==> src/sv/pif_pkg.sv <==
`timescale 1ns / 1ps
// ----------------------------------------------------------------------------
// pif_pkg
// Types, character codes and helpers shared by the integer formatter modules.
// ----------------------------------------------------------------------------
package pif_pkg;

	localparam int FW       = 7;
	localparam int NDIG     = 22;
	localparam int DIGW     = 4 * NDIG;
	localparam int NSEG     = 8;
	localparam int SEGW     = 3;
	localparam int DCW      = 5;

	localparam logic [7:0] CH_NUL   = 8'h00;
	localparam logic [7:0] CH_SP    = 8'h20;
	localparam logic [7:0] CH_HASH  = 8'h23;
	localparam logic [7:0] CH_PCT   = 8'h25;
	localparam logic [7:0] CH_STAR  = 8'h2A;
	localparam logic [7:0] CH_PLUS  = 8'h2B;
	localparam logic [7:0] CH_MINUS = 8'h2D;
	localparam logic [7:0] CH_DOT   = 8'h2E;
	localparam logic [7:0] CH_ZERO  = 8'h30;
	localparam logic [7:0] CH_NINE  = 8'h39;
	localparam logic [7:0] CH_UL    = 8'h4C;
	localparam logic [7:0] CH_UX    = 8'h58;
	localparam logic [7:0] CH_C     = 8'h63;
	localparam logic [7:0] CH_D     = 8'h64;
	localparam logic [7:0] CH_H     = 8'h68;
	localparam logic [7:0] CH_I     = 8'h69;
	localparam logic [7:0] CH_L     = 8'h6C;
	localparam logic [7:0] CH_O     = 8'h6F;
	localparam logic [7:0] CH_P     = 8'h70;
	localparam logic [7:0] CH_U     = 8'h75;
	localparam logic [7:0] CH_X     = 8'h78;

	localparam logic [127:0] HEX_UPPER = "0123456789ABCDEF";
	localparam logic [127:0] HEX_LOWER = "0123456789abcdef";
	localparam logic [15:0]  PFX_UPPER = "0X";
	localparam logic [15:0]  PFX_LOWER = "0x";

	localparam logic [2:0] LM_NONE = 3'd0;
	localparam logic [2:0] LM_H    = 3'd1;
	localparam logic [2:0] LM_HH   = 3'd2;
	localparam logic [2:0] LM_L    = 3'd3;
	localparam logic [2:0] LM_LL   = 3'd4;

	localparam logic [SEGW-1:0] SEG_DIGITS = 3'd6;

	typedef enum logic [7:0] {
		PH_LIT    = 8'b0000_0001,
		PH_FLAGS  = 8'b0000_0010,
		PH_WDIG   = 8'b0000_0100,
		PH_AFTW   = 8'b0000_1000,
		PH_PSTART = 8'b0001_0000,
		PH_PDIG   = 8'b0010_0000,
		PH_AFTP   = 8'b0100_0000,
		PH_LEN    = 8'b1000_0000
	} phase_t;

	typedef struct packed {
		logic minus;
		logic zero;
		logic plus;
		logic space;
		logic hash;
	} spec_flags_t;

	typedef struct packed {
		logic load;
		logic decode;
		logic conv;
		logic scan;
		logic plan;
		logic emit;
	} cmd_t;

	typedef struct packed {
		logic dec_number;
		logic dec_decimal;
		logic conv_done;
		logic scan_done;
		logic emit_done;
	} sts_t;

	function automatic logic [7:0] hex_char(input logic [3:0] nib, input logic upper);
		logic [6:0] idx;
		idx = {4'd15 - nib, 3'b000};
		return upper ? HEX_UPPER[idx +: 8] : HEX_LOWER[idx +: 8];
	endfunction

endpackage

==> src/sv/pif_ctrl.sv <==
`timescale 1ns / 1ps
// ----------------------------------------------------------------------------
// pif_ctrl
// Sequencer that steps one format item through decode, conversion and output.
// ----------------------------------------------------------------------------
module pif_ctrl import pif_pkg::*; (
	input  logic clk,
	input  logic arst_n,
	input  logic in_valid,
	output logic in_ready,
	input  sts_t sts,
	output cmd_t cmd
);

	typedef enum logic [5:0] {
		ST_IDLE   = 6'b000001,
		ST_DECODE = 6'b000010,
		ST_CONV   = 6'b000100,
		ST_SCAN   = 6'b001000,
		ST_PLAN   = 6'b010000,
		ST_EMIT   = 6'b100000
	} state_t;

	state_t state_q, state_n;

	always_comb begin
		state_n = state_q;
		unique case (state_q)
			ST_IDLE: begin
				if (in_valid) state_n = ST_DECODE;
			end
			ST_DECODE: begin
				if (!sts.dec_number) state_n = ST_EMIT;
				else if (sts.dec_decimal) state_n = ST_CONV;
				else state_n = ST_SCAN;
			end
			ST_CONV: begin
				if (sts.conv_done) state_n = ST_SCAN;
			end
			ST_SCAN: begin
				if (sts.scan_done) state_n = ST_PLAN;
			end
			ST_PLAN: begin
				state_n = ST_EMIT;
			end
			ST_EMIT: begin
				if (sts.emit_done) state_n = ST_IDLE;
			end
			default: state_n = ST_IDLE;
		endcase
	end

	always_ff @(posedge clk or negedge arst_n) begin
		if (!arst_n) state_q <= ST_IDLE;
		else state_q <= state_n;
	end

	assign in_ready   = (state_q == ST_IDLE);
	assign cmd.load   = (state_q == ST_IDLE) && in_valid;
	assign cmd.decode = (state_q == ST_DECODE);
	assign cmd.conv   = (state_q == ST_CONV);
	assign cmd.scan   = (state_q == ST_SCAN);
	assign cmd.plan   = (state_q == ST_PLAN);
	assign cmd.emit   = (state_q == ST_EMIT);

endmodule

==> src/sv/pif_dp.sv <==
`timescale 1ns / 1ps
// ----------------------------------------------------------------------------
// pif_dp
// Format parser, binary to digit conversion and segmented character output.
// ----------------------------------------------------------------------------
module pif_dp import pif_pkg::*; #(
	parameter int MAX_FIELD = 60
) (
	input  logic        clk,
	input  logic        arst_n,
	input  logic [7:0]  format_char,
	input  logic [63:0] arg_value,
	input  logic        end_of_format,
	input  cmd_t        cmd,
	output sts_t        sts,
	output logic        out_valid,
	input  logic        out_ready,
	output logic [7:0]  out_char,
	output logic        last,
	output logic [15:0] char_total
);

	phase_t          phase_q, phase_n;
	spec_flags_t     flags_q, flags_n;
	logic [FW-1:0]   width_q, width_n, prec_q, prec_n;
	logic            pg_q, pg_n;
	logic [2:0]      lm_q, lm_n;
	logic [15:0]     written_q;

	logic [7:0]      c_q;
	logic [63:0]     arg_q;
	logic            end_q;

	logic [63:0]     uv_q;
	logic            uvz_q, upper_q, base16_q;
	logic [7:0]      sign_q;
	logic [79:0]     bcd_q;
	logic [5:0]      conv_cnt_q;
	logic [DIGW-1:0] digs_q;
	logic [DCW-1:0]  dcnt_q;

	logic [SEGW-1:0] seg_q;
	logic [FW-1:0]   seg_cnt_q [NSEG];
	logic [7:0]      seg_char_q [NSEG];
	logic [FW-1:0]   rem_q;
	logic            endi_q;

	logic [FW-1:0]   seg_cnt_d [NSEG];
	logic [7:0]      seg_char_d [NSEG];
	logic [FW-1:0]   rem_d;

	function automatic logic [FW-1:0] add_digit(input logic [FW-1:0] acc,
		input logic [3:0] d);
		logic [9:0] v;
		v = 10'(acc) * 10'd10 + 10'(d);
		return (v > 10'(MAX_FIELD)) ? FW'(MAX_FIELD) : v[FW-1:0];
	endfunction

	function automatic logic [FW-1:0] star_mag(input logic [31:0] a);
		logic [31:0] m;
		m = a[31] ? (~a + 32'd1) : a;
		return (m > 32'(MAX_FIELD)) ? FW'(MAX_FIELD) : m[FW-1:0];
	endfunction

	// Decode of the held item.
	logic        is_end, isdig, is_len, do_conv, lit_out;
	logic [3:0]  dval;
	logic [2:0]  len_code;
	logic        c_num, c_signed, c_b16, c_b8, wide, sneg;
	logic [63:0] sv, uv_d;
	logic [7:0]  sign_d;
	logic [65:0] uv66;
	logic [DIGW-1:0] digs_d;
	logic [FW-1:0] cpad;

	always_comb begin
		is_end   = end_q || (c_q == CH_NUL);
		isdig    = (c_q >= CH_ZERO) && (c_q <= CH_NINE);
		dval     = 4'(c_q - CH_ZERO);
		len_code = LM_NONE;
		if (c_q == CH_H) len_code = LM_H;
		else if (c_q == CH_L) len_code = LM_L;
		else if (c_q == CH_UL) len_code = LM_LL;
		is_len   = (len_code != LM_NONE);

		phase_n = phase_q;
		flags_n = flags_q;
		width_n = width_q;
		prec_n  = prec_q;
		pg_n    = pg_q;
		lm_n    = lm_q;
		do_conv = 1'b0;
		lit_out = 1'b0;

		case (phase_q)
			PH_LIT: begin
				if (c_q == CH_PCT) phase_n = PH_FLAGS;
				else lit_out = 1'b1;
			end
			PH_FLAGS: begin
				if (c_q == CH_MINUS) flags_n.minus = 1'b1;
				else if (c_q == CH_ZERO) flags_n.zero = 1'b1;
				else if (c_q == CH_PLUS) flags_n.plus = 1'b1;
				else if (c_q == CH_SP) flags_n.space = 1'b1;
				else if (c_q == CH_HASH) flags_n.hash = 1'b1;
				else if (c_q == CH_STAR) begin
					width_n = star_mag(arg_q[31:0]);
					if (arg_q[31]) flags_n.minus = 1'b1;
					phase_n = PH_AFTW;
				end else if (isdig) begin
					width_n = add_digit('0, dval);
					phase_n = PH_WDIG;
				end else if (c_q == CH_DOT) begin
					pg_n = 1'b1;
					prec_n = '0;
					phase_n = PH_PSTART;
				end else if (is_len) begin
					lm_n = len_code;
					phase_n = PH_LEN;
				end else do_conv = 1'b1;
			end
			PH_WDIG, PH_AFTW: begin
				if (phase_q == PH_WDIG && isdig) width_n = add_digit(width_q, dval);
				else if (c_q == CH_DOT) begin
					pg_n = 1'b1;
					prec_n = '0;
					phase_n = PH_PSTART;
				end else if (is_len) begin
					lm_n = len_code;
					phase_n = PH_LEN;
				end else do_conv = 1'b1;
			end
			PH_PSTART, PH_PDIG: begin
				if (phase_q == PH_PSTART && c_q == CH_STAR) begin
					if (arg_q[31]) begin
						pg_n = 1'b0;
						prec_n = '0;
					end else prec_n = star_mag(arg_q[31:0]);
					phase_n = PH_AFTP;
				end else if (isdig) begin
					prec_n = add_digit(prec_q, dval);
					phase_n = PH_PDIG;
				end else if (is_len) begin
					lm_n = len_code;
					phase_n = PH_LEN;
				end else do_conv = 1'b1;
			end
			PH_AFTP: begin
				if (is_len) begin
					lm_n = len_code;
					phase_n = PH_LEN;
				end else do_conv = 1'b1;
			end
			PH_LEN: begin
				if (lm_q == LM_H && c_q == CH_H) lm_n = LM_HH;
				else if (lm_q == LM_L && c_q == CH_L) lm_n = LM_LL;
				else do_conv = 1'b1;
			end
			default: do_conv = 1'b1;
		endcase

		c_signed = (c_q == CH_D) || (c_q == CH_I);
		c_b16    = (c_q == CH_X) || (c_q == CH_UX) || (c_q == CH_P);
		c_b8     = (c_q == CH_O);
		c_num    = c_signed || c_b16 || c_b8 || (c_q == CH_U);
		wide     = (lm_q == LM_LL);

		sv     = wide ? arg_q : {{32{arg_q[31]}}, arg_q[31:0]};
		sneg   = c_signed && sv[63];
		sign_d = CH_NUL;
		if (c_q == CH_P) uv_d = {32'd0, arg_q[31:0]};
		else if (c_signed) uv_d = sneg ? (64'd0 - sv) : sv;
		else uv_d = wide ? arg_q : {32'd0, arg_q[31:0]};
		if (sneg) sign_d = CH_MINUS;
		else if (c_signed && flags_q.plus) sign_d = CH_PLUS;
		else if (c_signed && flags_q.space) sign_d = CH_SP;

		uv66 = {2'b00, uv_d};
		if (c_b16) digs_d = {24'd0, uv_d};
		else begin
			for (int i = 0; i < NDIG; i++) digs_d[4*i +: 4] = {1'b0, uv66[3*i +: 3]};
		end

		cpad = (width_q > FW'(1)) ? (width_q - FW'(1)) : '0;
	end

	// Output plan for the number, built once the digit count is known.
	logic [FW-1:0] dlen, numlen, zpad, ntotal, pad;
	logic          prelen, zfill;

	always_comb begin
		dlen   = (uvz_q && pg_q && prec_q == '0) ? '0 : FW'(dcnt_q);
		numlen = (pg_q && prec_q > dlen) ? prec_q : dlen;
		zpad   = numlen - dlen;
		prelen = flags_q.hash && base16_q && !uvz_q;
		ntotal = numlen + FW'(sign_q != CH_NUL) + (prelen ? FW'(2) : '0);
		pad    = (width_q > ntotal) ? (width_q - ntotal) : '0;
		zfill  = !flags_q.minus && flags_q.zero && !pg_q;
	end

	always_comb begin
		for (int i = 0; i < NSEG; i++) begin
			seg_cnt_d[i]  = '0;
			seg_char_d[i] = CH_SP;
		end
		rem_d = '0;
		if (cmd.plan) begin
			seg_cnt_d[0]  = (!flags_q.minus && !zfill) ? pad : '0;
			seg_char_d[1] = sign_q;
			seg_cnt_d[1]  = FW'(sign_q != CH_NUL);
			seg_char_d[2] = CH_ZERO;
			seg_cnt_d[2]  = FW'(prelen);
			seg_char_d[3] = upper_q ? PFX_UPPER[7:0] : PFX_LOWER[7:0];
			seg_cnt_d[3]  = FW'(prelen);
			seg_char_d[4] = CH_ZERO;
			seg_cnt_d[4]  = zfill ? pad : '0;
			seg_char_d[5] = CH_ZERO;
			seg_cnt_d[5]  = zpad;
			seg_cnt_d[6]  = dlen;
			seg_cnt_d[7]  = flags_q.minus ? pad : '0;
			rem_d         = pad + ntotal;
		end else if (is_end) begin
			seg_char_d[0] = CH_PCT;
			seg_cnt_d[0]  = FW'(phase_q != PH_LIT);
			seg_char_d[7] = CH_NUL;
			seg_cnt_d[7]  = FW'(1);
			rem_d         = seg_cnt_d[0] + FW'(1);
		end else if (lit_out) begin
			seg_char_d[0] = c_q;
			seg_cnt_d[0]  = FW'(1);
			rem_d         = FW'(1);
		end else if (do_conv && !c_num) begin
			if (c_q == CH_PCT) begin
				seg_char_d[0] = CH_PCT;
				seg_cnt_d[0]  = FW'(1);
				rem_d         = FW'(1);
			end else if (c_q == CH_C) begin
				seg_cnt_d[0]  = flags_q.minus ? '0 : cpad;
				seg_char_d[1] = arg_q[7:0];
				seg_cnt_d[1]  = FW'(1);
				seg_cnt_d[7]  = flags_q.minus ? cpad : '0;
				rem_d         = cpad + FW'(1);
			end else begin
				seg_char_d[0] = CH_PCT;
				seg_cnt_d[0]  = FW'(1);
				seg_char_d[1] = c_q;
				seg_cnt_d[1]  = FW'(1);
				rem_d         = FW'(2);
			end
		end
	end

	// Parse state.
	logic clear_spec;
	assign clear_spec = cmd.plan ||
		(cmd.decode && (is_end || (do_conv && !c_num)));

	always_ff @(posedge clk or negedge arst_n) begin
		if (!arst_n) begin
			phase_q <= PH_LIT;
			flags_q <= '0;
			width_q <= '0;
			prec_q  <= '0;
			pg_q    <= 1'b0;
			lm_q    <= LM_NONE;
		end else if (clear_spec) begin
			phase_q <= PH_LIT;
			flags_q <= '0;
			width_q <= '0;
			prec_q  <= '0;
			pg_q    <= 1'b0;
			lm_q    <= LM_NONE;
		end else if (cmd.decode && !do_conv) begin
			phase_q <= phase_n;
			flags_q <= flags_n;
			width_q <= width_n;
			prec_q  <= prec_n;
			pg_q    <= pg_n;
			lm_q    <= lm_n;
		end
	end

	// Item capture and digit generation.
	logic [79:0] bcd_adj;
	logic        scan_more;

	always_comb begin
		for (int i = 0; i < 20; i++) begin
			bcd_adj[4*i +: 4] = (bcd_q[4*i +: 4] >= 4'd5) ? (bcd_q[4*i +: 4] + 4'd3)
				: bcd_q[4*i +: 4];
		end
		scan_more = (dcnt_q > DCW'(1)) && (digs_q[DIGW-1 -: 4] == 4'd0);
	end

	// Segmented output.
	logic [FW-1:0] cur_cnt;
	logic          out_free, fire, nul_fire;
	logic [7:0]    fire_char;

	assign cur_cnt   = seg_cnt_q[seg_q];
	assign out_free  = !out_valid || out_ready;
	assign fire      = cmd.emit && (rem_q != '0) && (cur_cnt != '0) && out_free;
	assign nul_fire  = fire && endi_q && (rem_q == FW'(1));
	assign fire_char = (seg_q == SEG_DIGITS) ? hex_char(digs_q[DIGW-1 -: 4], upper_q)
		: seg_char_q[seg_q];

	always_ff @(posedge clk) begin
		if (cmd.load) begin
			c_q   <= format_char;
			arg_q <= arg_value;
			end_q <= end_of_format;
		end
		if (cmd.decode) begin
			uv_q       <= uv_d;
			uvz_q      <= (uv_d == 64'd0);
			upper_q    <= (c_q == CH_UX);
			base16_q   <= c_b16;
			sign_q     <= sign_d;
			bcd_q      <= '0;
			conv_cnt_q <= '0;
			digs_q     <= digs_d;
			dcnt_q     <= DCW'(NDIG);
		end
		if (cmd.conv) begin
			bcd_q      <= {bcd_adj[78:0], uv_q[63]};
			uv_q       <= {uv_q[62:0], 1'b0};
			conv_cnt_q <= conv_cnt_q + 6'd1;
			if (sts.conv_done) digs_q <= {8'd0, bcd_adj[78:0], uv_q[63]};
		end
		if (cmd.scan && scan_more) begin
			digs_q <= {digs_q[DIGW-5:0], 4'd0};
			dcnt_q <= dcnt_q - DCW'(1);
		end
		if (cmd.decode || cmd.plan) begin
			seg_cnt_q  <= seg_cnt_d;
			seg_char_q <= seg_char_d;
		end else if (fire) begin
			seg_cnt_q[seg_q] <= cur_cnt - FW'(1);
			if (seg_q == SEG_DIGITS) digs_q <= {digs_q[DIGW-5:0], 4'd0};
		end
		if (fire) begin
			out_char   <= fire_char;
			last       <= (rem_q == FW'(1));
			char_total <= nul_fire ? written_q : 16'd0;
		end
	end

	always_ff @(posedge clk or negedge arst_n) begin
		if (!arst_n) begin
			seg_q     <= '0;
			rem_q     <= '0;
			endi_q    <= 1'b0;
			written_q <= '0;
			out_valid <= 1'b0;
		end else begin
			if (cmd.decode || cmd.plan) begin
				seg_q  <= '0;
				rem_q  <= rem_d;
				endi_q <= cmd.decode && is_end;
			end else if (cmd.emit && rem_q != '0) begin
				if (cur_cnt == '0) seg_q <= seg_q + SEGW'(1);
				else if (fire) rem_q <= rem_q - FW'(1);
			end
			if (nul_fire) written_q <= '0;
			else if (fire && written_q != 16'hFFFF) written_q <= written_q + 16'd1;
			if (fire) out_valid <= 1'b1;
			else if (out_ready) out_valid <= 1'b0;
		end
	end

	assign sts.dec_number  = c_num && do_conv && !is_end;
	assign sts.dec_decimal = !c_b16 && !c_b8;
	assign sts.conv_done   = (conv_cnt_q == 6'd63);
	assign sts.scan_done   = !scan_more;
	assign sts.emit_done   = (rem_q == '0);

endmodule

==> src/sv/printf_integer_formatter.sv <==
`timescale 1ns / 1ps
// An item is captured when it is accepted and is decoded in the next cycle;
// the output phase then emits each result character, steps over empty
// segments and closes the item, and it waits on any output stalls.
// Numbers add a leading-digit scan and a planning step; decimal numbers
// first pass through a shift-and-add-3 conversion of the argument.
// One item is in work at a time. Reset clears the parser state and the count.
// ----------------------------------------------------------------------------
// printf_integer_formatter
// Streams a printf format string and emits the formatted integer output.
// ----------------------------------------------------------------------------
module printf_integer_formatter import pif_pkg::*; #(
	parameter int MAX_FIELD = 60
) (
	input  logic        clk,
	input  logic        arst_n,
	input  logic        in_valid,
	output logic        in_ready,
	input  logic [7:0]  format_char,
	input  logic [63:0] arg_value,
	input  logic        end_of_format,
	output logic        out_valid,
	input  logic        out_ready,
	output logic [7:0]  out_char,
	output logic        last,
	output logic [15:0] char_total
);

	cmd_t cmd;
	sts_t sts;

	pif_ctrl u_ctrl (
		.clk      (clk),
		.arst_n   (arst_n),
		.in_valid (in_valid),
		.in_ready (in_ready),
		.sts      (sts),
		.cmd      (cmd)
	);

	pif_dp #(
		.MAX_FIELD (MAX_FIELD)
	) u_dp (
		.clk           (clk),
		.arst_n        (arst_n),
		.format_char   (format_char),
		.arg_value     (arg_value),
		.end_of_format (end_of_format),
		.cmd           (cmd),
		.sts           (sts),
		.out_valid     (out_valid),
		.out_ready     (out_ready),
		.out_char      (out_char),
		.last          (last),
		.char_total    (char_total)
	);

endmodule
==> config.mk <==
export PLATFORM = sky130hd
export DESIGN_NAME = printf_integer_formatter
export DESIGN_NICKNAME = d
export VERILOG_FILES = /design/src/sv/pif_pkg.sv /design/src/sv/pif_ctrl.sv /design/src/sv/pif_dp.sv /design/src/sv/printf_integer_formatter.sv
export SDC_FILE = /design/constraint.sdc
export NUM_CORES = 1
export LEC_CHECK = 0
export BUFFER_PORTS_ARGS = -buffer_cell sky130_fd_sc_hd__buf_2
export CAP_MARGIN = 10
export CORE_UTILIZATION = 35
export CTS_CLUSTER_SIZE = 20
export DETAILED_ROUTE_END_ITERATION = 16
export REMOVE_ABC_BUFFERS = 1
export SETUP_SLACK_MARGIN = 0.1
export SYNTH_ARGS = -nofsm -noshare
export SYNTH_HDL_FRONTEND = slang
export SYNTH_SLANG_ARGS = --single-unit
==> constraint.sdc <==
create_clock -name clk -period 9.3 [get_ports clk]
set_clock_uncertainty 0.05 [all_clocks]
set_input_delay 1.395 -clock clk [delete_from_list [all_inputs] [get_ports clk]]
set_output_delay 1.395 -clock clk [all_outputs]
set_load 0.05 [all_outputs]
Yosys cells after proc, flatten, opt, wreduce, memory -nomap -nowiden:

Index checks and enable logic that the tools add are counted.

* register bits after elaboration: 527
* bits of input ports: 77
* output and inout port bits: 27
* logic and storage cells: 533

* add/subtract/negate cells: 40
* multiply operators: 2
* order comparisons: 32
* equality and inequality tests: 71
* shift operators: 2
* multiplexer cells: 235
* bitwise logic cells: 2
* reductions and logical operators: 100

Operator list (number)
* $mux W88: 7
* $mux W64: 7
* $mux W7: 60
* $shiftx A128 B8 Y8 const A: 2
* $mux W8: 26
* $mux W80: 2
* $mux W56: 2
* $eq A8 B7 Y1 const B: 12
* $mux W85: 1
* $mux W4: 21
* $mux W3: 27
* $ge A4 B3 Y1 const B: 20
* $add A4 B2 Y4 const B: 19
* $eq A8 B6 Y1 const B: 9
* $mux W6: 11
* $logic_not A64 Y1: 1
* $sub A1 B64 Y64 const A: 1
* $mux W29: 2
* $bwmux W56: 1
* $mux W16: 3
* $mux W1: 43
* $mux W14: 3
* $pmux W8 S5: 1
* $pmux W6 S6: 1
* other kinds (87): 202

Depth between registers and ports, before layout:

* word-level depth: 21
* gate-level depth with buffers: 38
* gate-level depth less buffers: 37

Cells and area by module:

From an unflattened synthesis, not the netlist that was laid out.

* cell total of the unflattened synthesis: 3174
* area, all modules: 29948.7 µm²

By module, submodules not included
* pif_dp: times used 1, cells an instance 3131, area an instance 29557.1 µm², sequential area each 13319.0 µm²
* pif_ctrl: times used 1, cells an instance 43, area an instance 391.6 µm², sequential area each 151.4 µm²

Worst setup path before layout:

OpenSTA, ideal clock, no wires.

* path type: flip-flop to flip-flop
* start point: register u_dp.prec_q[6]
* end point: register u_dp.rem_q[5]
* setup time: 135 ps
* arrival time: 7318 ps
* required time: 9115 ps
* setup slack: 1798 ps
* stages on the path, launching flop included: 38
* path buffers: 1
* period minus slack after synthesis: 7502 ps
* path through: dfrtp_1 > clkbuf_1 > or4_1 > nor3_1 > nand4_1 > nand2_1 > ha_1 > nor2b_1 > o21a_1 > o21ai_0 > a21oi_1 > o22a_1 > o31ai_1 > nand2_1 > o21a_1 > inv_1 > ha_1 > inv_1 > [... 2 more ...] > a21oi_1 > xor2_1 > inv_1 > ha_1 > o21ai_0 > a21bo_2 > a21o_1 > nor2_1 > ha_1 > a21o_1 > a21oi_1 > o21bai_1 > a21oi_1 > xnor2_1 > a221oi_1 > o21ai_0 > nand2_1 > o21ai_0

* cells in the longest elaborated chain, start to end: 13
* elaborated cells on any way between the ends: 14
* classes of those cells: add/sub: 4; order compare: 2; mux: 5; reduce/logical: 3

RTL lines
* start: declaration: RTL line pif_dp.sv:25 `logic [FW-1:0] width_q, width_n, prec_q, prec_n;`
* start signal: assignment: RTL line pif_dp.sv:277 `prec_q <= prec_n;`
* $logic_not A7 Y1: RTL line pif_dp.sv:192 `dlen = (uvz_q && pg_q && prec_q == '0) ? '0 : FW'(dcnt_q);`
* $logic_and A1 B1 Y1: RTL line pif_dp.sv:192
* $mux W5: RTL line pif_dp.sv:192
* $gt A7 B7 Y1: RTL line pif_dp.sv:193 `numlen = (pg_q && prec_q > dlen) ? prec_q : dlen;`
* $logic_and A1 B1 Y1: RTL line pif_dp.sv:193
* $mux W7 (*): RTL line pif_dp.sv:193
* $add A7 B1 Y7 (*): RTL line pif_dp.sv:196 `ntotal = numlen + FW'(sign_q != CH_NUL) + (prelen ? FW'(2) : '0);`
* $add A7 B7 Y7 (*): RTL line pif_dp.sv:196
* $sub A7 B7 Y7 / $gt A7 B7 Y1 (equally long branches): RTL line pif_dp.sv:197 `pad = (width_q > ntotal) ? (width_q - ntotal) : '0;`
* $mux W7: RTL line pif_dp.sv:197
* $add A7 B7 Y7 (*): RTL line pif_dp.sv:221 `rem_d = pad + ntotal;`
* $mux W7 (*): RTL line pif_dp.sv:207 `if (cmd.plan) begin`
* $mux W7 (*): RTL line pif_dp.sv:356 `if (cmd.decode || cmd.plan) begin`
* end signal: assignment: RTL line pif_dp.sv:358 `rem_q <= rem_d;`
* end signal: assignment: RTL line pif_dp.sv:362 `else if (fire) rem_q <= rem_q - FW'(1);`
* end: declaration: RTL line pif_dp.sv:45 `logic [FW-1:0] rem_q;`

Every way passes the cells marked *; elsewhere a longest branch is shown, timed or not.
A chain may end at the register's enable or synchronous reset.

Worst setup path after layout:

Ends and elaborated chain as after synthesis.

==> qor.csv <==
stage;metric;value;unit
routing;viasPerCell;5.67;
timing;layout_setup_ws;1440;ps
die;core-area;82400;sq um
die;pin_count;104;
power;finalPower;0.00788;W
grt;grt_max_degree;87;
grt;grt_pass1_wl;136000;um
grt;overflow;0;
logic_synthesis;ys_top_cells_by_count;nor2_1, edfxtp_1, a21oi_1;
timing;rsz0062_at_grt;false;
logic_synthesis;yosysUniqueCellTypes;91;
logic_synthesis;synth_area_leaders;edfxtp_1, dfxtp_1, dfrtp_1;
clocking;htreeDepth;2;
layout;final_nets;3288;
layout;layout-drive-gt1-share;0.103;
grt;antenna_found_initial;2;
clocking;cts_setup_buffers;0;
logic_synthesis;syn_area_per_cell;9.56;sq um
routing;vias;23900;
logic_synthesis;synthArstFlopShare;0.133;
layout;stdcell_count;4212;
power;powerDensity;241;nW/um^2
timing;timing.final.crit_period;7860;ps
routing;dr.pass1.iters;6;
worst_hold_path;worstHoldStart;u_dp.digs_q[78]$_DFF_P_;
die;die_h;291;um
routing;drt_iter0_markers;2377;
clocking;root_buffer;clkbuf_16;
logic_synthesis;synth_top_area_cell;edfxtp_1;
logic_synthesis;synth_top_area_frac;0.344;
routing;routed_wl;87200;um
clocking;cts.sinks;489;
status;status;completed;
logic_synthesis;yosysWarnings;0;
clocking;cts.hold.buffers_added;0;
timing;holdWs;408;ps
critical_path;crit_path_max_incr_delay;570;ps
grt;grt_pass1_vias;22800;
critical_path;reg2reg_from;u_dp.prec_q[6]$_DFFE_PN0P_;
die;start_util;0.356;
run;cap_violations;0;
critical_path;worstSetupPathType;register to register;
clocking;ctsResizeCount;0;
logic_synthesis;synth_edf_count;335;
clocking;clock_path_buffers;3;
worst_hold_path;hold_path.class;register to register;
placed_design;dp_hpwl;62500;um
logic_synthesis;yosysMostFrequentCell;nor2_1;
layout;syn_to_final_growth;11.4;%
timing;slew_viol_final;0;
critical_path;cp.required;9720;ps
logic_synthesis;ys.flop_type;edfxtp_1;
routing;ant_nets;0;
placed_design;place_inst;4104;
critical_path;arrival;8280;ps
logic_synthesis;syn_area;29300;sq um
critical_path;critPathSlowestCell;or4_1;
critical_path;crit_start;u_dp.prec_q[6]$_DFFE_PN0P_;
die;dieWidth;291;um
clocking;cts_tree;yes;
routing;avgRoutedWirePerCell;20.7;um
routing;post-route-drc-count;0;
layout;fin_util;0.396;
logic_synthesis;synth-seq-cells;489;
logic_synthesis;synthCells;3063;
placed_design;pre_cts_slack;1520;ps
clocking;clkLatencyLatePin;640;ps
clocking;cts_made_buffers;56;
clocking;clk_pin_slew;60;ps
critical_path;path_max_fanout;11;
power;ir_worst_vdd;170;uV
timing;worstMarginPinSlew;1210;ps
logic_synthesis;ys_seq_area_frac;0.460;
timing;setup_viol;0;
die;die-area;84800;sq um
grt;grt.total_usage;0.203;
critical_path;setup.worst_path.start_class;register;
timing;final_hold_viol_count;0;
critical_path;endpoint_kind;register;
power;p_leak;12.0;nW
timing;fmax;127;MHz
timing;finalCritPeriodShare;0.846;
die;rows;105;
placed_design;globalplace.congestion;0.892;
placed_design;portBuffers;103;
timing;relSlewSlack;0.181;
==> stage by stage <==
step | cell area [sq um] | setup TNS, ps
floorplan | 28600 | -115420
CTS | 32600 | 0
finish | 32600 | 0
detailed placement | 30800 | 0
global route | 32600 | 0
global placement | 30800 | 0
==> layout by cell type (no fill, tap or decap), types with 12 or more instances in the layout <==
cell type and n:
nor3_1 74, nor2b_1 24, edfxtp_1 335, a21oi_1 239
o22ai_1 51, a211oi_1 27, xnor2_1 107, dfrtp_1 63
mux2_2 32, xor2_1 49, o21ai_0 207, mux2i_1 58
o211ai_1 18, clkbuf_16 57, a221oi_1 12, buf_4 45
a31oi_1 28, a22o_1 51, buf_2 102, nand3_1 62
ha_1 110, a22oi_1 28, a21o_1 17, or3_1 20
nor4_1 43, or4_1 21, clkbuf_1 19, nor2_1 362
nand2_1 221, nor3b_1 47, inv_1 110, nand2b_1 49
and3_1 23, and2_1 43, nand4_1 19, dfxtp_1 89
==> registers in the layout, indices dropped and copies added, names as in the netlist, 4 cells and up <==
name,cells
u_ctrl.state_q,6
u_dp.arg_q,64
u_dp.bcd_q,80
u_dp.c_q,8
u_dp.char_total,16
u_dp.conv_cnt_q,6
u_dp.dcnt_q,5
u_dp.digs_q,88
u_dp.flags_q,5
u_dp.out_char,8
u_dp.phase_q,8
u_dp.prec_q,7
u_dp.rem_q,7
u_dp.seg_char_q,20
u_dp.seg_cnt_q,56
u_dp.sign_q,4
u_dp.uv_q,64
u_dp.width_q,7
u_dp.written_q,16
==> metal layers <==
metal | vias to the layer above | track usage | part of all wire
li1 | 11400 | - | -
met1 | 11600 | 0.288 | 0.46
met2 | 806 | 0.321 | 0.46
met3 | 121 | 0.0273 | 0.062
met4 | 0 | 0.0600 | 0.026
met5 | - | 0 | 0
==> cell families (layout without fill, tap and decap cells) <==
family                   after synthesis  in the layout  synth area share
AND/OR/NAND/NOR                     1092           1092             0.188
AO/OA/AOI/OAI                        821            821             0.178
flip-flops                           489            489             0.460
buffers and inverters                291            369            0.0383
XOR/XNOR                             156            156            0.0467
adder cells (fa/ha/maj)              118            118            0.0525
multiplexers                          96             96            0.0367
other                                  0              1                 0
==> power by group <==
part / total (W) / leakage [nW] / switching, W / internal, W
clock: 0.00215 / 0.878 / 0.000923 / 0.00123
combinational: 0.00234 / 6.41 / 0.00152 / 0.000820
sequential: 0.00338 / 4.68 / 0.000416 / 0.00297
total: 0.00788 / 12.0 / 0.00286 / 0.00502
==> critical path: cells and delay by family (launching register included) <==
family | cells | cell delay [ps]
AOI/OAI and AO/OA | 17 | 2880
and+or+nand+nor | 9 | 2000
adders and majority gates | 5 | 1530
DFF | 1 | 490
buffers and inverters | 4 | 410
xor gates and xnor gates | 2 | 340
==> path summary, 6_finish.rpt <==
path	end	depth (start not counted)	slack [ps]
hold reg to reg	u_dp.digs_q[82]$_DFF_P_	2	410
setup / recovery	u_dp.rem_q[5]$_DFFE_PN0P_	37	1440
min in group asynchronous	u_dp.written_q[13]$_DFFE_PN0P_	1	860
max in group asynchronous	u_dp.width_q[2]$_DFFE_PN0P_	1	7680
hold / removal	u_dp.digs_q[82]$_DFF_P_	2	410
setup reg to reg	u_dp.rem_q[5]$_DFFE_PN0P_	37	1440
==> final cells by class <==
type                    instances  area [sq um]
well taps                    1070          1340
clock buffers                  85          1620
diodes                          1          2.50
clock inverters                21           166
flip-flops and latches        489         13500
multi-input cells            2283         14700
fillers                      8105         49700
inverters                     115           432
repair buffers                148           853
Note: power is estimated with default switching activity, not from simulation.
